`src/rtl/qwvs_pkg.sv`:
```
// Shared types, widths and codes for the quaternion weighted vertex skinning block.
package qwvs_pkg;

    localparam int POS_W     = 32;  // joint position, offset, Q16.16
    localparam int Q_W       = 16;  // quaternion part, Q1.15
    localparam int BIAS_W    = 17;  // bias, unsigned Q1.16
    localparam int OUT_W     = 32;  // vertex field
    localparam int ACC_W     = 40;  // running sum
    localparam int Q_FRAC    = 15;
    localparam int BIAS_FRAC = 16;

    // intermediate widths sized to the worst case of the fixed-point chain
    localparam int T_W    = 35;     // q * p, rounded
    localparam int R_W    = 36;     // t * conj(q), rounded
    localparam int V_W    = 37;     // joint + r
    localparam int C_W    = 38;     // (joint + r) * bias, rounded
    localparam int OPA_W  = 38;     // multiplier operand A
    localparam int OPB_W  = 18;     // multiplier operand B (signed q or bias)
    localparam int PROD_W = OPA_W + OPB_W;
    localparam int SUM_W  = PROD_W + 2;
    localparam int LANES  = 4;

    typedef struct packed {
        logic signed [POS_W-1:0] joint_pos_x;
        logic signed [POS_W-1:0] joint_pos_y;
        logic signed [POS_W-1:0] joint_pos_z;
        logic signed [Q_W-1:0]   orient_x;
        logic signed [Q_W-1:0]   orient_y;
        logic signed [Q_W-1:0]   orient_z;
        logic signed [Q_W-1:0]   orient_w;
        logic signed [POS_W-1:0] offset_x;
        logic signed [POS_W-1:0] offset_y;
        logic signed [POS_W-1:0] offset_z;
        logic        [BIAS_W-1:0] bias;
        logic                    last_weight;
    } t_in_item;

    // multiplier lane operations
    typedef enum logic [3:0] {
        MOP_NONE,
        MOP_TW,
        MOP_TX,
        MOP_TY,
        MOP_TZ,
        MOP_RX,
        MOP_RY,
        MOP_RZ,
        MOP_BIAS
    } t_mop;

    typedef enum logic [3:0] {
        ST_IDLE,
        ST_TW,
        ST_TX,
        ST_TY,
        ST_TZ,
        ST_WAIT_T,
        ST_RX,
        ST_RY,
        ST_RZ,
        ST_WAIT_R,
        ST_ADD_J,
        ST_MUL_B,
        ST_RND_B,
        ST_ACC,
        ST_EMIT
    } t_state;

    typedef struct packed {
        logic load;
        t_mop mul_op;
        logic add_j;
        logic acc;
        logic emit;
    } t_dp_cmd;

    typedef struct packed {
        logic last;
        logic out_busy;
    } t_dp_sts;

endpackage

```
`src/rtl/qwvs_ctrl.sv`:
```
// Sequencer that steps the skinning datapath through one weight transaction.
module qwvs_ctrl
    import qwvs_pkg::*;
(
    input  logic    i_clk,
    input  logic    i_rst_n,
    input  logic    i_in_valid,
    output logic    o_in_ready,
    input  t_dp_sts i_sts,
    output t_dp_cmd o_cmd
);

    t_state r_state;
    t_state n_state;

    always_ff @(posedge i_clk) begin
        if (!i_rst_n) begin
            r_state <= ST_IDLE;
        end else begin
            r_state <= n_state;
        end
    end

    always_comb begin
        n_state      = r_state;
        o_in_ready   = 1'b0;
        o_cmd        = '0;
        o_cmd.mul_op = MOP_NONE;
        case (r_state)
            ST_IDLE: begin
                o_in_ready = 1'b1;
                if (i_in_valid) begin
                    o_cmd.load = 1'b1;
                    n_state    = ST_TW;
                end
            end
            ST_TW: begin
                o_cmd.mul_op = MOP_TW;
                n_state      = ST_TX;
            end
            ST_TX: begin
                o_cmd.mul_op = MOP_TX;
                n_state      = ST_TY;
            end
            ST_TY: begin
                o_cmd.mul_op = MOP_TY;
                n_state      = ST_TZ;
            end
            ST_TZ: begin
                o_cmd.mul_op = MOP_TZ;
                n_state      = ST_WAIT_T;
            end
            // t_z is summed this cycle; rotation products need all of t
            ST_WAIT_T: begin
                n_state = ST_RX;
            end
            ST_RX: begin
                o_cmd.mul_op = MOP_RX;
                n_state      = ST_RY;
            end
            ST_RY: begin
                o_cmd.mul_op = MOP_RY;
                n_state      = ST_RZ;
            end
            ST_RZ: begin
                o_cmd.mul_op = MOP_RZ;
                n_state      = ST_WAIT_R;
            end
            ST_WAIT_R: begin
                n_state = ST_ADD_J;
            end
            ST_ADD_J: begin
                o_cmd.add_j = 1'b1;
                n_state     = ST_MUL_B;
            end
            ST_MUL_B: begin
                o_cmd.mul_op = MOP_BIAS;
                n_state      = ST_RND_B;
            end
            ST_RND_B: begin
                n_state = ST_ACC;
            end
            ST_ACC: begin
                o_cmd.acc = 1'b1;
                n_state   = i_sts.last ? ST_EMIT : ST_IDLE;
            end
            ST_EMIT: begin
                // hold until the output register is free or draining
                if (!i_sts.out_busy) begin
                    o_cmd.emit = 1'b1;
                    n_state    = ST_IDLE;
                end
            end
            default: begin
                n_state = ST_IDLE;
            end
        endcase
    end

endmodule

```
`config.mk`:
```
export PLATFORM = sky130hd
export DESIGN_NAME = qwvs_ctrl
export DESIGN_NICKNAME = d
export VERILOG_FILES = /design/src/rtl/qwvs_pkg.sv /design/src/rtl/qwvs_ctrl.sv
export SDC_FILE = /design/constraint.sdc
export NUM_CORES = 1
export LEC_CHECK = 0
export BUFFER_PORTS_ARGS = -buffer_cell sky130_fd_sc_hd__buf_2
export CAP_MARGIN = 15
export CORE_AREA = 10 10 47 49
export DETAILED_ROUTE_END_ITERATION = 16
export DIE_AREA = 0 0 57 59
export PLACE_DENSITY_LB_ADDON = 0.1
export SETUP_SLACK_MARGIN = 0.2
export SYNTH_ARGS = -nofsm -noshare
export SYNTH_HDL_FRONTEND = slang
export SYNTH_SLANG_ARGS = --single-unit
```
`constraint.sdc`:
```
create_clock -name i_clk -period 1.4 [get_ports i_clk]
set_input_delay 0.07 -clock i_clk [delete_from_list [all_inputs] [get_ports i_clk]]
set_output_delay 0.07 -clock i_clk [all_outputs]
set_load 0.01 [all_outputs]
```
==> summary.md <==
| Metric | Value |
|---|---|
| Startpoint types | `register` |
| # fillers | `160` |
| Hold slack final | `0.106 ns` |
| R2R cell count | `4` |
| Most frequent cells in the layout | `buf_2, buf_4, nand2_1` |
| Crit path DAT | `1.18 ns` |
| # IOs | `14` |
| GRT Util Overall | `6.67%` |
| Max-Cap Viols | `0` |
| Post-synthesis async set-or-reset flop share | `0%` |
| Hold Vio Cnt, Final | `0` |
| Initial antenna violation count | `0` |
| Initial core utilization | `25.1%` |
| Clk Latency, worst-skew pair | `0.23 ns` |
| Largest register FFs | `4` |
| Slew Viols, Final | `0` |
| Clock Skew | `0.000711 ns` |
| Prevailing post-synth register cell | `dfxtp_1` |
| Via Count | `410` |
| Longest Clk Path Bufs | `2` |
| Regs by FF count | `r_state: 4 flops` |
| Cell Rows | `14` |
| Max frequency | `about 800 MHz` |
| Pwr per Cell Area | `714 mW/mm²` |
| Share of layout cells above drive strength 1 | `52.1%` |
| Post-route ant nets | `0` |
| Reg clk slew, reported paths | `0.04 ns` |
| Core ar. | `0.00140 mm²` |
| Post-Synthesis Cells | `48` |
| Final core occ | `40.7%` |
| Largest Register | `r_state` |
| WS Path Type | `reg -> out` |
| CTS sink cnt | `4` |
| Simple-gate share of the synthesized area | `44.8%` |
| DRT Wirelength | `roughly 1100 µm` |
| Max IR drop VDD | `0.324 mV` |
| Hold Path Depth | `3` |
| Synthesis-stage register bit count | `4` |
| Residual DRC count | `0` |
| Distinct cell type count of the synthesized netlist | `24` |
| CTS buffer count | `3` |
| Worst min-delay path category | `in -> reg` |
| Mux contribution to synthesized area | `0%` |
| Fin crit period | `1.25 ns` |
| Synthesis-to-finish area growth | `62.3%` |
| DR WL/cell | `12.4 µm` |
| Final GP Congestion | `0.706` |
| Critical Path Fanout Max | `6` |
| Setup violators final | `0` |
| DP Wirelength | `a little under 800 µm` |
| Final cell count without fillers | `87` |
| CP required | `1.33 ns` |
| Most common cell after layout, fill and taps aside | `buf_2` |
| RSZ-0062 raised after global routing | `true` |
| Pre-antenna DRT Iters | `4` |
| Vias in the first global route | `between 400 and 500` |
| Setup TNS | `0 ns` |
| Slew margin rel. | `81.7%` |
| Via density per instance | `4.71` |
| Synth Area per Inst | `7.32 µm²` |
| Die footprint | `0.00336 mm²` |
| Tightest Pin Transition | `0.271 ns` |
| Largest family of logic cells by synthesized area | `simple AND/OR/NAND/NOR gates` |
| Synth Area in Compound Gates | `23.8%` |
| First-pass GRT wire length | `roughly 1800 µm` |
| IO buf count | `13` |
| Post-Synth XOR/XNOR Area | `0%` |
| Sequential cell area fraction in the yosys report | `22.8%` |
| Syn_nets | `53` |
| Initial drt markers | `8` |
| Diodes inserted | `0` |
| Placed cell count | `between 70 and 80` |
| Period utilization | `between 80% and 90%` |
| H-tree Lvls | `1` |
| CTS Hold Bufs | `0` |
| Static leakage | `about 0.26 nW` |
| GR Overflow Total | `0` |
| Setup crit end kind | `primary output` |
| Nets | `78` |
| CTS tree | `done` |
| Synth Area in Adders | `0%` |
| Outcome | `completed` |
| Number of synthesized flops with an enable pin | `0` |
| Synth warn | `0` |
| Root Buffer | `clkbuf_4` |
| Post-Syn Area | `352 µm²` |
| Pin count of the biggest net entering global routing | `13` |
| Die Wd | `57 µm` |
| Die height | `59 µm` |
[final timing paths]
kind / startpoint / endpoint / slack [ns]
max: r_state[1] / o_cmd[3] / 0.15
max reg2reg: r_state[0] / r_state[2] / 0.28
min: i_rst_n / r_state[3] / 0.11
min reg2reg: r_state[1] / r_state[2] / 0.56
[critical path: stages, from the launching register on]
cell and delay [ns]:
dfxtp_4 0.35, buf_6 0.12, nor3b_4 0.17, a21oi_1 0.06, o21ai_1 0.11, buf_2 0.14
[routing by layer]
layer | global-route usage (%) | share of wire (%) | vias up
met3 | 3.65 | 9.7 | 0
li1 | - | - | 218
met1 | 6.33 | 44 | 182
met2 | 11.2 | 46 | 10
met4 | 4.03 | 0 | 0
met5 | 0 | 0 | -
[Yosys cell counts (all sizes together) (2+ instances only)]
library cell	instances	area (µm²)
a21oi	3	18.8
and3	2	12.5
buf	4	22.5
dfxtp	4	80.1
inv	2	7.51
nand2	5	18.8
nand2b	2	12.5
nor2	3	11.3
nor2b	6	37.5
nor3b	2	20.0
nor4	3	25.0
o21ai	5	25.0
[report_power, final]
group,internal (W),switching (W),total (W)
sequential,0.000119,0.0000146,0.000133
combinational,0.0000760,0.0000577,0.000134
clock,0.0000957,0.0000444,0.000140
[layout make-up]
class / count / area, µm² / share of cell area (%)
clock buffer: 3 / 22.5 / 3.95
inverter: 2 / 7.51 / 1.32
multi-input combinational: 38 / 274 / 48.0
sequential: 4 / 95.1 / 16.7
tap: 16 / 20.0 / 3.51
timing repair buffer: 24 / 151 / 26.5
[cell families after synthesis]
family	after synthesis
buffers and inverters	6
AND/OR/NAND/NOR	26
AO/OA/AOI/OAI	12
flip-flops	4
[what timing repair did]
action | CTS | global route
setup buffers | 7 | 1
endpoints found under the setup margin | 9 | 8
gates resized for setup | 13 | 2
pin swaps | 4 | 2
[through the flow]
step	instance area [µm²]	power [W]	setup slack, ns
after global placement	437	0.000231	0.177
after global routing	571	0.000440	0.0564
final	571	0.000407	0.145
after detailed placement	437	0.000229	0.141
after floorplan	352	0.000194	0.313
after CTS	553	0.000412	0.126
Note: power is estimated with default switching activity, not from simulation.
